==> src/bpa_pkg.sv <==
package bpa_pkg;

	localparam int LEAVES_DEF = 1024;
	localparam int ORD_W = 5;
	localparam logic [10:0] PAGE_COUNT_RST = 11'd1024;
	localparam logic [6:0] REF_MAX = 7'h7f;

	localparam logic [1:0] OP_INIT  = 2'd0;
	localparam logic [1:0] OP_ALLOC = 2'd1;
	localparam logic [1:0] OP_FREE  = 2'd2;
	localparam logic [1:0] OP_CREF  = 2'd3;

	localparam logic [2:0] ST_OK        = 3'd0;
	localparam logic [2:0] ST_NO_SPACE  = 3'd1;
	localparam logic [2:0] ST_ZERO_SIZE = 3'd2;
	localparam logic [2:0] ST_NOT_ALLOC = 3'd3;
	localparam logic [2:0] ST_REF_RANGE = 3'd4;

	// One tree node: invalid mark and the order of its largest free block.
	typedef struct packed {
		logic             inv;
		logic [ORD_W-1:0] ord;
	} node_t;

	localparam node_t NODE_INV = '{inv: 1'b1, ord: '0};

	function automatic logic [ORD_W-1:0] node_eff(input node_t n);
		node_eff = n.inv ? '0 : n.ord;
	endfunction

	// Order needed for a request: one more than the rounded-up log2 of the size.
	function automatic logic [ORD_W-1:0] need_order(input logic [10:0] req);
		logic [ORD_W-1:0] r;
		r = ORD_W'(12);
		for (int n = 11; n >= 0; n--) begin
			if ({1'b0, req} <= (12'd1 << n))
				r = ORD_W'(n + 1);
		end
		need_order = r;
	endfunction

endpackage

==> src/bpa_merge.sv <==
module bpa_merge
	import bpa_pkg::*;
(
	input  node_t            lhs,
	input  node_t            rhs,
	input  logic [ORD_W-1:0] power,
	output node_t            parent
);

	always_comb begin
		parent = NODE_INV;
		if (!lhs.inv && !rhs.inv) begin
			// Two fully free buddies join into one block of the parent's size.
			if (lhs.ord == rhs.ord && ({1'b0, rhs.ord} + 1'b1) == {1'b0, power})
				parent = '{inv: 1'b0, ord: lhs.ord + 1'b1};
			else
				parent = '{inv: 1'b0, ord: (lhs.ord > rhs.ord) ? lhs.ord : rhs.ord};
		end else if (!rhs.inv) begin
			parent = rhs;
		end else if (!lhs.inv) begin
			parent = lhs;
		end
	end

endmodule

==> config.mk <==
export PLATFORM = sky130hd
export DESIGN_NAME = bpa_merge
export DESIGN_NICKNAME = d
export VERILOG_FILES = /design/src/bpa_pkg.sv /design/src/bpa_merge.sv
export SDC_FILE = /design/constraint.sdc
export NUM_CORES = 1
export LEC_CHECK = 0
export ABC_AREA = 1
export BUFFER_PORTS_ARGS = -buffer_cell sky130_fd_sc_hd__buf_2
export CORE_MARGIN = 2
export CORE_UTILIZATION = 30
export DETAILED_ROUTE_END_ITERATION = 12
export GPL_ROUTABILITY_DRIVEN = 1
export RECOVER_POWER = 50
export SYNTH_ARGS = -nofsm -noshare
export SYNTH_HDL_FRONTEND = slang
export SYNTH_SLANG_ARGS = --single-unit
export TNS_END_PERCENT = 1
==> constraint.sdc <==
create_clock -name vclk -period 2.63
set_input_delay 0.526 -clock vclk [all_inputs]
set_output_delay 0.526 -clock vclk [all_outputs]
set_load 0.02 [all_outputs]
**Word level (Yosys, flattened, before mapping)**

Cells that the tools add are included.

- $add $sub $neg: 2
- Reduce and logical (&&, ||, !) cells: 4
- Equality and inequality tests: 2
- $lt $le $gt $ge: 1
- Mux-type cells: 5

Operator list:

| kind | number |
|---|---|
| $mux 6 | 3 |
| $mux 5 | 2 |
| $add 5x1->6 const B | 1 |
| $eq 6x5->1 | 1 |
| $add 5x1->5 const B | 1 |
| $eq 5x5->1 | 1 |
| $gt 5x5->1 | 1 |
| $logic_and 1x1->1 | 2 |
| $logic_not 1->1 | 2 |

- Flip-flop bits (word level): 0
- Word-level logic and storage cells: 14

**Depth between registers and ports, before layout**

- Depth in word-level cells: 5
- Mapped depth: 12
- Depth with buffers taken out: 12

**Worst setup path before layout**

OpenSTA, ideal clock, no wires.

- Kind: input port to output port
- Start point: input rhs[4] (netlist bit)
- End point: output parent[0] (netlist bit)
- Arrival: 1729 ps
- Buffers on the path: 0
- Stages on the path: 10
- Slack: 375 ps
- Cells stage by stage: inv_1 -> ha_1 -> nand2_1 -> nor2_2 -> nand2_1 -> nor2_1 -> nand3_2 -> nand2_1 -> nand3_1 -> nand2_1

RTL lines:

| what | line | source |
|---|---|---|
| from (decl) | bpa_merge.sv:5 | `input node_t rhs,` |
| to (decl) | bpa_merge.sv:7 | `output node_t parent` |

==> metrics.cfg <==
[grt]
use_met3_pct = 0.571
met2_usage_pct = 31.3
antenna_found_initial = 0
grt_overflow = 0
grt_pass1_vias = 868
grtUsageMet1_pct = 20.7
grt_usage_pct = 16.3
grt_pass1_wl_mm = 3.53
busiest_layer = met2
grt_max_degree = 8

[critical_path]
worstPathCellList = buf_2 -> inv_1 -> ha_1 -> nand2_1 -> nor2_2 -> nand2_1 -> nand3_1 -> nand2_2 -> o21ai_0 -> nand2_1 -> nand3_1 -> nand2_1 -> buf_2
worstPathRequired_ns = 2.10
cp.arrival_ns = 1.97
critPathSlowestCell = ha_1
startpoint_type = input pin
worst_setup_path_end_kind = output pin
path_common_cell = nand2_1
worst-path-buf-inv = 3
crit_fanout = 7
critical_path_class = in -> out
crit_family = simple AND/OR/NAND/NOR gates
critPathMaxStageDelay_ns = 0.28

[synth]
synth.avg_cell_area_sq_um = 5.00
synth_most_common_cell = nand2_1
synthesis.area_sq_um = 714
ys_seq_area_share_pct = 0
netlist.area_leader.share_pct = 31.0
ys_warn_count = 0
yosys.area.top_type = nand2_1
syn-instance-count = 143
synth_nets = 167
yosys-top-cells-count = 59 x nand2_1, 24 x inv_1, 20 x nand3_1, 7 x ha_1, 5 x nand3_2
ys_top_cells_by_area = nand2_1 31%, nand3_1 14%, inv_1 13%
synth.distinct_cells = 16

[final_layout]
finalInstanceArea_sq_um = 928
syn_to_final_growth_pct = 29.9
final_util_pct = 41.6
drive_gt1_share_pct = 26.7
fillCellCount = 278
n_clock_buffer = 0
nFlopsAndLatches = 0
nets = 198
ff_latch_area_sq_um = 0
layout.cells.non_filler = 200
num_antenna_cells = 0

[place]
placedInstanceArea_sq_um = 910
dpl.hpwl_mm = 1.87
io_buffer_count = 23
dp_cells = 200
gp_congestion = 0.833

[pwr]
peakVddDrop_v = 0.0000835
p_leak_nw = 0.584
power.density_mw_per_mm2 = 187

[drt]
wl_per_cell_microns = 10.5
via_per_inst = 4.78
ant_nets = 0
dr.pass1.iters = 4
drt_wl_total_mm = 2.10
dr_total_vias = 956
route.detailed.drc = 0
drt_first_iter_violations = 20

[hold_path]
min_from = lhs[5]
hold_path_class = in -> out
whs_endpoint = parent[4]
holdPathStages = 5

[sta]
finalMaxSlewViolations = 0
tightest_slew_ns = 0.350
setup_tns_ns = 0
finalSetupViolCount = 0
period_share_pct = 95.0
timing.fmax_ghz = 0.400
hold_ws_ns = 1.51
rsz0062_at_grt = true
finalHoldViolCount = 0
finalCriticalPeriod_ns = 2.50
slew_headroom_pct = 76.6

[floorplan]
ios = 23
die_h_microns = 52.8
die-area_sq_mm = 0.00279
fp-row-count = 17
coreArea_sq_mm = 0.00223
die_w_microns = 52.8
start_util_pct = 32.0

[clock_tree]
cts_resized = 0
holdBufCountCts = 0
cts_setup_buffers = 0

[run]
max_cap_violations = 0

[outcome]
status = finished, final reports clean

==> per-stage QoR <==
stage               power, W  setup slack [ns]
floorplan           0.000109             0.375
global placement    0.000167             0.119
detailed placement  0.000168            0.0970
CTS                 0.000169            0.0859
global route        0.000198          -0.00907
finish              0.000173             0.132
==> power breakdown <==
group	total, W	switching [W]	internal (W)	leakage (nW)
Sequential	0	0	0	0
Combinational	0.000173	0.000107	0.0000662	0.584
Clock	0	0	0	0
Total	0.000173	0.000107	0.0000662	0.584
==> metal layers <==
metal | part of all wire, % | vias up
li1 | - | 512
met1 | 46 | 409
met2 | 48 | 35
met5 | 0 | -
met4 | 0 | 0
met3 | 5.8 | 0
==> tightest hold or removal path, delay by kind of cell <==
| family | cells | cell delay [ns] |
|---|---|---|
| buffers and inverters | 2 | 0.25 |
| AND/OR/NAND/NOR | 3 | 0.22 |
==> layout by cell type (no fill, tap or decap) <==
cell | netlist | final
a21oi_1 | 1 | 1
buf_2 | 0 | 20
buf_4 | 0 | 8
clkbuf_1 | 0 | 1
clkinv_1 | 1 | 1
ha_1 | 7 | 6
ha_2 | 0 | 1
inv_1 | 24 | 24
inv_2 | 2 | 2
nand2_1 | 59 | 58
nand2_2 | 4 | 5
nand3_1 | 20 | 20
nand3_2 | 5 | 4
nand3_4 | 0 | 1
nand4_1 | 2 | 2
nor2_1 | 4 | 3
nor2_2 | 3 | 4
nor2_4 | 1 | 1
o21ai_0 | 3 | 2
o21ai_1 | 0 | 1
o22ai_1 | 4 | 4
xor2_1 | 3 | 3
==> kinds of logic after synthesis <==
kind of cell,count (synthesis),share of synthesized area (%)
xor gates and xnor gates,3,3.68
and+or+nand+nor,98,63.6
adders and majority gates,7,12.3
AOI/OAI and AO/OA,8,6.30
buffers and inverters,27,14.2
==> worst max path at each step <==
stage | slack [ns] | cells past startpoint | to | start
3_3_place_gp | 0.12 | 13 | parent[0] | rhs[4]
3_5_place_dp | 0.1 | 13 | parent[3] | rhs[4]
6_report | 0.13 | 13 | parent[1] | rhs[1]
5_1_grt | -0.009 | 14 | parent[2] | rhs[1]
4_1_cts | 0.09 | 13 | parent[3] | rhs[4]
2_1_floorplan | 0.38 | 10 | parent[0] | rhs[4]
==> layout make-up <==
class | count | area (sq um) | share of cell area [%]
multi-input cells | 116 | 628 | 67.7
repair buffers | 29 | 164 | 17.7
inverters | 27 | 101 | 10.9
well taps | 28 | 35.0 | 3.77
Power figures use the tool's default switching activity.
