**config.mk**
```make
export PLATFORM = sky130hd
export DESIGN_NAME = bpa_ram
export DESIGN_NICKNAME = d
export VERILOG_FILES = /design/src/bpa_ram.sv
export SDC_FILE = /design/constraint.sdc
export NUM_CORES = 1
export LEC_CHECK = 0
export ABC_AREA = 1
export BUFFER_PORTS_ARGS = -buffer_cell sky130_fd_sc_hd__buf_2
export CORE_MARGIN = 2
export CORE_UTILIZATION = 55
export DETAILED_ROUTE_END_ITERATION = 10
export MAX_ROUTING_LAYER = met4
export PLACE_DENSITY_LB_ADDON = 0.1
export SLEW_MARGIN = 15
export SYNTH_ARGS = -nofsm -noshare
export SYNTH_HDL_FRONTEND = slang
export SYNTH_SLANG_ARGS = --single-unit
```
**constraint.sdc**
```tcl
create_clock -name clk -period 1.4 [get_ports clk]
set_input_delay 0.14 -clock clk [delete_from_list [all_inputs] [get_ports clk]]
set_output_delay 0.14 -clock clk [all_outputs]
set_load 0.01 [all_outputs]
```
**src/bpa_ram.sv**
```systemverilog
module bpa_ram #(
	parameter int W = 8,
	parameter int DEPTH = 16
) (
	input  logic                     clk,
	input  logic                     we,
	input  logic [$clog2(DEPTH)-1:0] waddr,
	input  logic [W-1:0]             wdata,
	input  logic [$clog2(DEPTH)-1:0] raddr,
	output logic [W-1:0]             rdata
);

	logic [W-1:0] mem [DEPTH];

	always_ff @(posedge clk) begin
		if (we)
			mem[waddr] <= wdata;
		rdata <= mem[raddr];
	end

endmodule

```
# [Word level (Yosys, flattened, before mapping)]
# Memories as Yosys holds them, arrays and structs flattened. A register that Yosys moved wholly into a read port is not among the register bits.
# Cells that the tools add are included.
[classes] muxes=2
[op_table] operator="1-bit two-way mux" count=2
[word_totals] ff_bits=0 mem_count=1 mem_bits_rw=128 out_inout_bits=8 elab_cells=3 in_bits=18
[memory_table] memory="mem" words=16 word_bits=8 read_ports=1 rd_ports_with_merged_regs=1 wr=1 line="13" source="logic [W-1:0] mem [DEPTH];"

# [Longest topological paths before layout]
# Gate-level depths: netlist of run 1.
[logic_depth] depth_word=2 mapped_depth=8 depth_no_buf=7

# [Worst setup path before layout of run 1]
# Ideal clock, no wire load.
[synth_path] kind="input port to flip-flop" from="in waddr[2]" to="mem mem[10][0] (enable)" path_slack_ns=0.309 path_stages=2 path_buffers=0 t_arrival_ns=0.721 required_ns=1.030 path_cell_list="nand3b_1 -> nor2_1"
[synth_rtl] element="start: declaration" line="7" source="input logic [$clog2(DEPTH)-1:0] waddr,"
[synth_rtl] element="end: declaration" line="13"
# Straight into the memory's write port.

# [Worst setup path in the final report of run 1]
[layout_path] from="reg rdata[1], read port of mem" to="out rdata[1]"
[layout_rtl] element="start: declaration" line="10" source="output logic [W-1:0] rdata"
# No word-level cell between the ends.

==> metrics, run 1 <==
CTS buffer count=17; Setup Viol. Count Final=0; f_max=873 MHz; nets=617; Skew-Pair Late Insertion Delay=approximately 0.5 ns; post-synthesis cell type count=12; crit-path max FO=1; Routed Antenna Nets=0; buffers and inverters on the worst path=1; Worst Hold Class=input pin to register; Final Hold Violating Endpoints=0; die footprint=11,300 µm²; PwrDens=roughly 1500 nW/µm²; Post-Syn Instances=551; Slew HR=approximately three quarters; Setup TNS=0 ns; final setup margin=0.255 ns; GRT overflow=0; cell taking the most area after synthesis=edfxtp_1; CP top delay family=flip-flops; CTS tree=done; met3 GRT Util=4.35%; via count=roughly 3,800; max-slew violations=0; CP max stage delay=around 0.35 ns; most common cell after layout, fill and taps aside=nand2_1; die height=approximately 110 µm; slowest stage cell, crit path=dfxtp_1; post_cts resized=0; multi-input logic area=between 1000 and 1500 µm²; number of remaining DRC errors=0; fin crit share=approximately four fifths; commonest non-fill, non-tap cells in the layout=nand2_1, edfxtp_1, inv_1; initial antenna violation count=0; n_diodes=0; grt peak-use layer=met2; Mapped Area=slightly below 6000 µm²; Worst setup EP type=primary output; Startpoint Class=register; Setup CP Type=register to primary output; DRT Pass-1 Iters=4; clock slew at reported path FFs=0.06 ns; RSZ-0062 raised after global routing=false; IO Count=26; met1 Resource Use GR=approximately a third; met2 usage=between 30% and 40%; port buffer count=25; Detailed Route Iter0 Violations=approximately 260; Initial Util=between 50% and 60%; maximum vdd ir drop=0.744 mV; Die Width=roughly 110 µm; Clock Sinks=between 100 and 150; hpwl dp=7800 µm; Final Instance Count excl. Fillers=between 700 and 800; min Tclk post-route=~1.1 ns; first-pass GRT wire length=between 15,000 and 20,000 µm; Filler Cells Inserted=between 700 and 800; syn nets=around 570; RD Place Congestion=slightly below 0.9; sequential share of the synthesized area=69.4%; core area=10,200 µm²; Critical Path RT=between 1 and 1.5 ns; final hold slack=around 0.035 ns; vias per cell=between 5 and 6; Place WS=0.217 ns; synthesized area per cell=about 10 µm²; final core utilization=between 60% and 70%; top cell type's share of synthesized area=between 60% and 70%; largest net degree at the start of global routing=34; Root Driver=clkbuf_8; Synth Register Bits=136; proportion of layout cells with a drive suffix above 1=a little over an eighth; register area=4000 µm²; row count=37; outcome=complete, no violations; static leakage=approximately 3 nW; gr usage total=24.7%; worst clock skew=roughly 0.0075 ns; drt total wl=around 12,000 µm; clk buf depth=2; synth top area cells=edfxtp_1, nand2_1, nand3_1; Area Growth Syn to Fin=17.2%; H-tree depth=4; placed instance count=roughly 700; Worst Path Arrival=1.00 ns; crit path cell chain=buf_2; synth warn=0; max_cap viols=0; drt wl/cell=between 15 and 20 µm; worst-margin pin slew=0.398 ns; vias in the first global route=3,731
[flip-flops by register name, indices dropped and copies added, names as in the netlist]
register	count
mem	128
rdata	8
[final timing paths]
path         slack (ns)  startpoint        to  cells past startpoint
min reg2reg        0.67  mem[10][1]  rdata[1]                      6
max reg2reg        0.38   mem[1][2]  rdata[2]                      6
min                0.03    raddr[2]  rdata[1]                      5
max                0.26    rdata[1]  rdata[1]                      1
[report_power, final]
group	total (W)	switching, W	internal (W)	leakage [nW]
Clock	0.00466	0.00161	0.00305	0.301
Sequential	0.00458	0.0000243	0.00455	1.22
Combinational	0.000575	0.000396	0.000179	1.44
[final cells by class]
| type | count | area share [%] |
|---|---|---|
| Multi-Input combinational cell | 289 | 18.0 |
| Inverter | 102 | 5.67 |
| Clock buffer | 18 | 6.19 |
| Timing Repair Buffer | 53 | 5.37 |
| Tap cell | 136 | 2.52 |
| Sequential cell | 136 | 59.3 |
| Clock inverter | 14 | 3.04 |
[metrics by stage]
stage | instance area, µm² | total power (W)
2_1_floorplan | 5770 | 0.00499
3_3_place_gp | 6120 | 0.00523
3_5_place_dp | 6120 | 0.00523
5_1_grt | 6760 | 0.0101
4_1_cts | 6760 | 0.00988
6_report | 6760 | 0.00981
[synthesized netlist by cell type]
cell / n
dfxtp_1: 8
buf_2: 13
buf_6: 6
buf_1: 1
buf_4: 4
nor2_1: 17
inv_2: 2
inv_1: 100
nand3b_1: 2
edfxtp_1: 128
nand2_1: 173
nand3_1: 97
[per-layer routing]
| metal | part of all wire, % | up-vias |
|---|---|---|
| li1 | - | 1870 |
| met1 | 45 | 1795 |
| met2 | 49 | 123 |
| met3 | 5.5 | 14 |
| met4 | 1.3 | 0 |
| met5 | 0 | - |
[timing repair]
action,CTS,global route
endpoints found under the hold margin,7,0
hold buffers,1,0
buffers inserted,0,0
endpoints found under the setup margin,0,0
[kinds of logic (layout without fill, tap and decap cells)]
family / after synthesis / after routing / synth area share [%]
simple gates: 289 / 289 / 21.0
flops: 136 / 136 / 69.4
buf+inv: 126 / 187 / 9.52
(Power assumes the default switching activity.)
==> run 2, diff against run 1 <==
--- a/config.mk
+++ b/config.mk
@@ -5,10 +5,10 @@
 export SDC_FILE = /design/constraint.sdc
 export NUM_CORES = 1
 export LEC_CHECK = 0
-export ABC_AREA = 1
+export ABC_AREA = 0
 export BUFFER_PORTS_ARGS = -buffer_cell sky130_fd_sc_hd__buf_2
 export CORE_MARGIN = 2
-export CORE_UTILIZATION = 55
+export CORE_UTILIZATION = 54
 export DETAILED_ROUTE_END_ITERATION = 10
 export MAX_ROUTING_LAYER = met4
 export PLACE_DENSITY_LB_ADDON = 0.1
==> constraint.sdc (replaced) <==
create_clock -name clk -period 1 [get_ports clk]
set_input_delay 0.1 -clock clk [delete_from_list [all_inputs] [get_ports clk]]
set_output_delay 0.1 -clock clk [all_outputs]
set_load 0.01 [all_outputs]
==> run 2 against run 1 <==
Clock power rose by 41%; worst hold slack got worse by 0.019 ns; the run now ends with setup timing left; die area fell by 8.7%; register-to-register slack got worse by 0.64 ns; critical path type is now register to register; critical path depth rose by 2; total power rose by 40%.
==> metrics, run 2 <==
outcome=finished with violations; violated checks=setup timing; Post-synth ARST share=0% (unchanged); Detailed Route Iter0 Violations=195 (-25%); Largest register FFs=128 (unchanged); syn nets=247 (-57%); Final Hold Violating Endpoints=0 (unchanged); Setup TNS=-2.18 ns (-2.18 ns); Crit Reg-Reg Startpoint=mem[3][4]; min Tclk post-route=between 1 and 1.5 ns; power share of the clock group=47.8% (+0.3 points); top flop regs=mem (128), rdata (8); sequential share of the synthesized area=77.8% (+8.4 points); row count=35 (-5.4%); placed cell area=5830 µm² (-4.7%); Mapped Area=5150 µm² (-11%); Top reg by flops=mem; count leader, synth=edfxtp_1; Post-Syn Instances=229 (-58%); drt total wl=10,100 µm (-19%); cell taking the most area after synthesis=edfxtp_1; die height=102 µm (-4.5%); Startpoint Class=register; number of flops mapped to enable cells by yosys=128 (unchanged); gr usage total=22.6% (-2.1 points); final hold slack=0.0156 ns (-0.0192 ns); Tot Pwr=0.0138 W (+40%); worst-margin pin slew=0.984 ns (+0.585 ns); PwrDens=2080 nW/µm² (+43%); Initial Util=55.7% (-0.66 points); combinational power share=5.7% (-0.2 points); final setup margin=-0.259 ns (-0.514 ns); initial antenna violation count=0 (unchanged); Slew HR=34.2% (-39 points); Worst setup EP type=register; H-tree depth=4 (unchanged); post-synthesis cell type count=19 (+7); crit-path max FO=1 (unchanged); proportion of layout cells with a drive suffix above 1=47.9% (+35 points); maximum vdd ir drop=1.19 mV (+60%); Filler Cells Inserted=542 (-31%); Design Area, Final=6630 µm² (-1.9%); IO Count=26 (unchanged); Synth Register Bits=136 (unchanged); f_max=between 700 and 800 MHz; commonest non-fill, non-tap cells in the layout=edfxtp_1, mux4_2, buf_2; Worst Hold Class=input pin to register; worst clock skew=0.00731 ns (-0.000209 ns); top cells by count, synth=edfxtp_1, mux4_2, a22oi_1; port buffer count=25 (unchanged); vias in the first global route=2,548 (-32%); n_diodes=0 (unchanged); clk buf depth=2 (unchanged); number of remaining DRC errors=0 (unchanged); Internal Pwr Total=0.0111 W (+43%); first-pass GRT wire length=15,400 µm (-22%); synth warn=0 (unchanged); drt wl/cell=22.6 µm (+36%); fin crit share=126%; Net Switching=0.00267 W (+32%); via count=2,536 (-33%); synthesized area per cell=22.5 µm² (+110%); Worst Path Arrival=1.65 ns (+0.65 ns); max_cap viols=0 (unchanged); largest net degree at the start of global routing=23 (-32%); Setup Viol. Count Final=16 (+16); Area Growth Syn to Fin=28.7%; Root Driver=clkbuf_8; Critical Path RT=1.39 ns (+0.13 ns); most common cell after layout, fill and taps aside=edfxtp_1; nets=322 (-48%); Die Width=102 µm (-4.5%); RSZ-0062 raised after global routing=true; core area=9240 µm² (-9.7%); top_reg_cell synth=edfxtp_1; Setup CP Type=register to register; CTS tree=done; RD Place Congestion=0.775 (-12%); GRT overflow=0 (unchanged); crit path from=mem[3][4]; CTS buffer count=17 (unchanged); vias per cell=5.69 (+12%); die footprint=10,300 µm² (-8.7%); multi-input logic area=1150 µm² (-4.9%); Net Sw Frac=19.4% (-1.3 points); Clock Sinks=136 (unchanged); synth top area cells=edfxtp_1, mux4_2, mux4_1; hpwl dp=6550 µm (-16%); sequential share of power=46.5% (about the same); Routed Antenna Nets=0 (unchanged); register area=4010 µm² (about the same); placed instance count=407 (-43%); Final Instance Count excl. Fillers=446 (-40%); DRT Pass-1 Iters=4 (unchanged); hold_sp=wdata[1]; clock slew at reported path FFs=0.06 ns (about the same); top cell type's share of synthesized area=74.7% (+8.0 points); Skew-Pair Late Insertion Delay=0.51 ns (about the same); static leakage=2.21 nW (-25%); max-slew violations=0 (unchanged)
-- run 2: power groups by stage --
stage	sequential (W)	clock (W)	combinational, W
finish	0.00642	0.00659	0.000785
detailed placement	0.00653	0	0.000719
CTS	0.00642	0.00664	0.000773
global route	0.00642	0.00688	0.000848
floorplan	0.00654	0	0.000372
global placement	0.00653	0	0.000708
-- run 2: area by class of cell --
class / instances / area share (%)
Sequential cell: 136 / 60.5
Multi-Input combinational cell: 83 / 17.4
Timing Repair Buffer: 66 / 10.1
Clock buffer: 20 / 6.57
Clock inverter: 12 / 3.00
Tap cell: 129 / 2.44
-- run 2: through the flow --
stage | setup WS [ns] | utilization (%)
global route | -0.302 | 71.7
detailed placement | -0.556 | 63.1
finish | -0.259 | 71.7
floorplan | -0.203 | -
global placement | -0.537 | 63.1
CTS | -0.273 | 71.3
-- run 2: worst paths after layout --
path / endpoint / slack [ns] / cells after the start
max: rdata[4] / -0.26 / 3
min: mem[2][1] / 0.02 / 1
max reg2reg: rdata[4] / -0.26 / 3
min reg2reg: rdata[1] / 0.68 / 3
-- run 2: repair_timing --
item | in CTS | in global routing
cloned | 0 | 0
pin swaps | 2 | 4
gates resized for setup | 11 | 8
setup buffers | 0 | 0
hold endpoints to repair | 112 | 0
setup endpoints to repair | 16 | 16
hold buffers | 7 | 0
-- run 2: worst max-delay path, stage by stage (launching register included) --
cell	delay (ns)
edfxtp_1	0.37
mux4_2	0.48
a22oi_2	0.22
nand2_1	0.07
-- run 2: kinds of logic (layout without fill, tap and decap cells) --
logic type             Yosys count  count (layout)  share of synthesized area (%)
AO/OA/AOI/OAI                   16              16                           2.33
buffers and inverters           10              98                           1.68
flip-flops                     136             136                           77.8
multiplexers                    32              32                           15.0
AND/OR/NAND/NOR                 35              35                           3.18
-- run 2: per-layer routing --
metal | up-vias | routed length, µm | GRT usage (%)
met2 | 93 | 4910 | 32.7
met1 | 1325 | 4320 | 32.3
met4 | 0 | 69 | 6.24
met3 | 7 | 790 | 6.35
li1 | 1111 | - | -
met5 | - | 0 | -
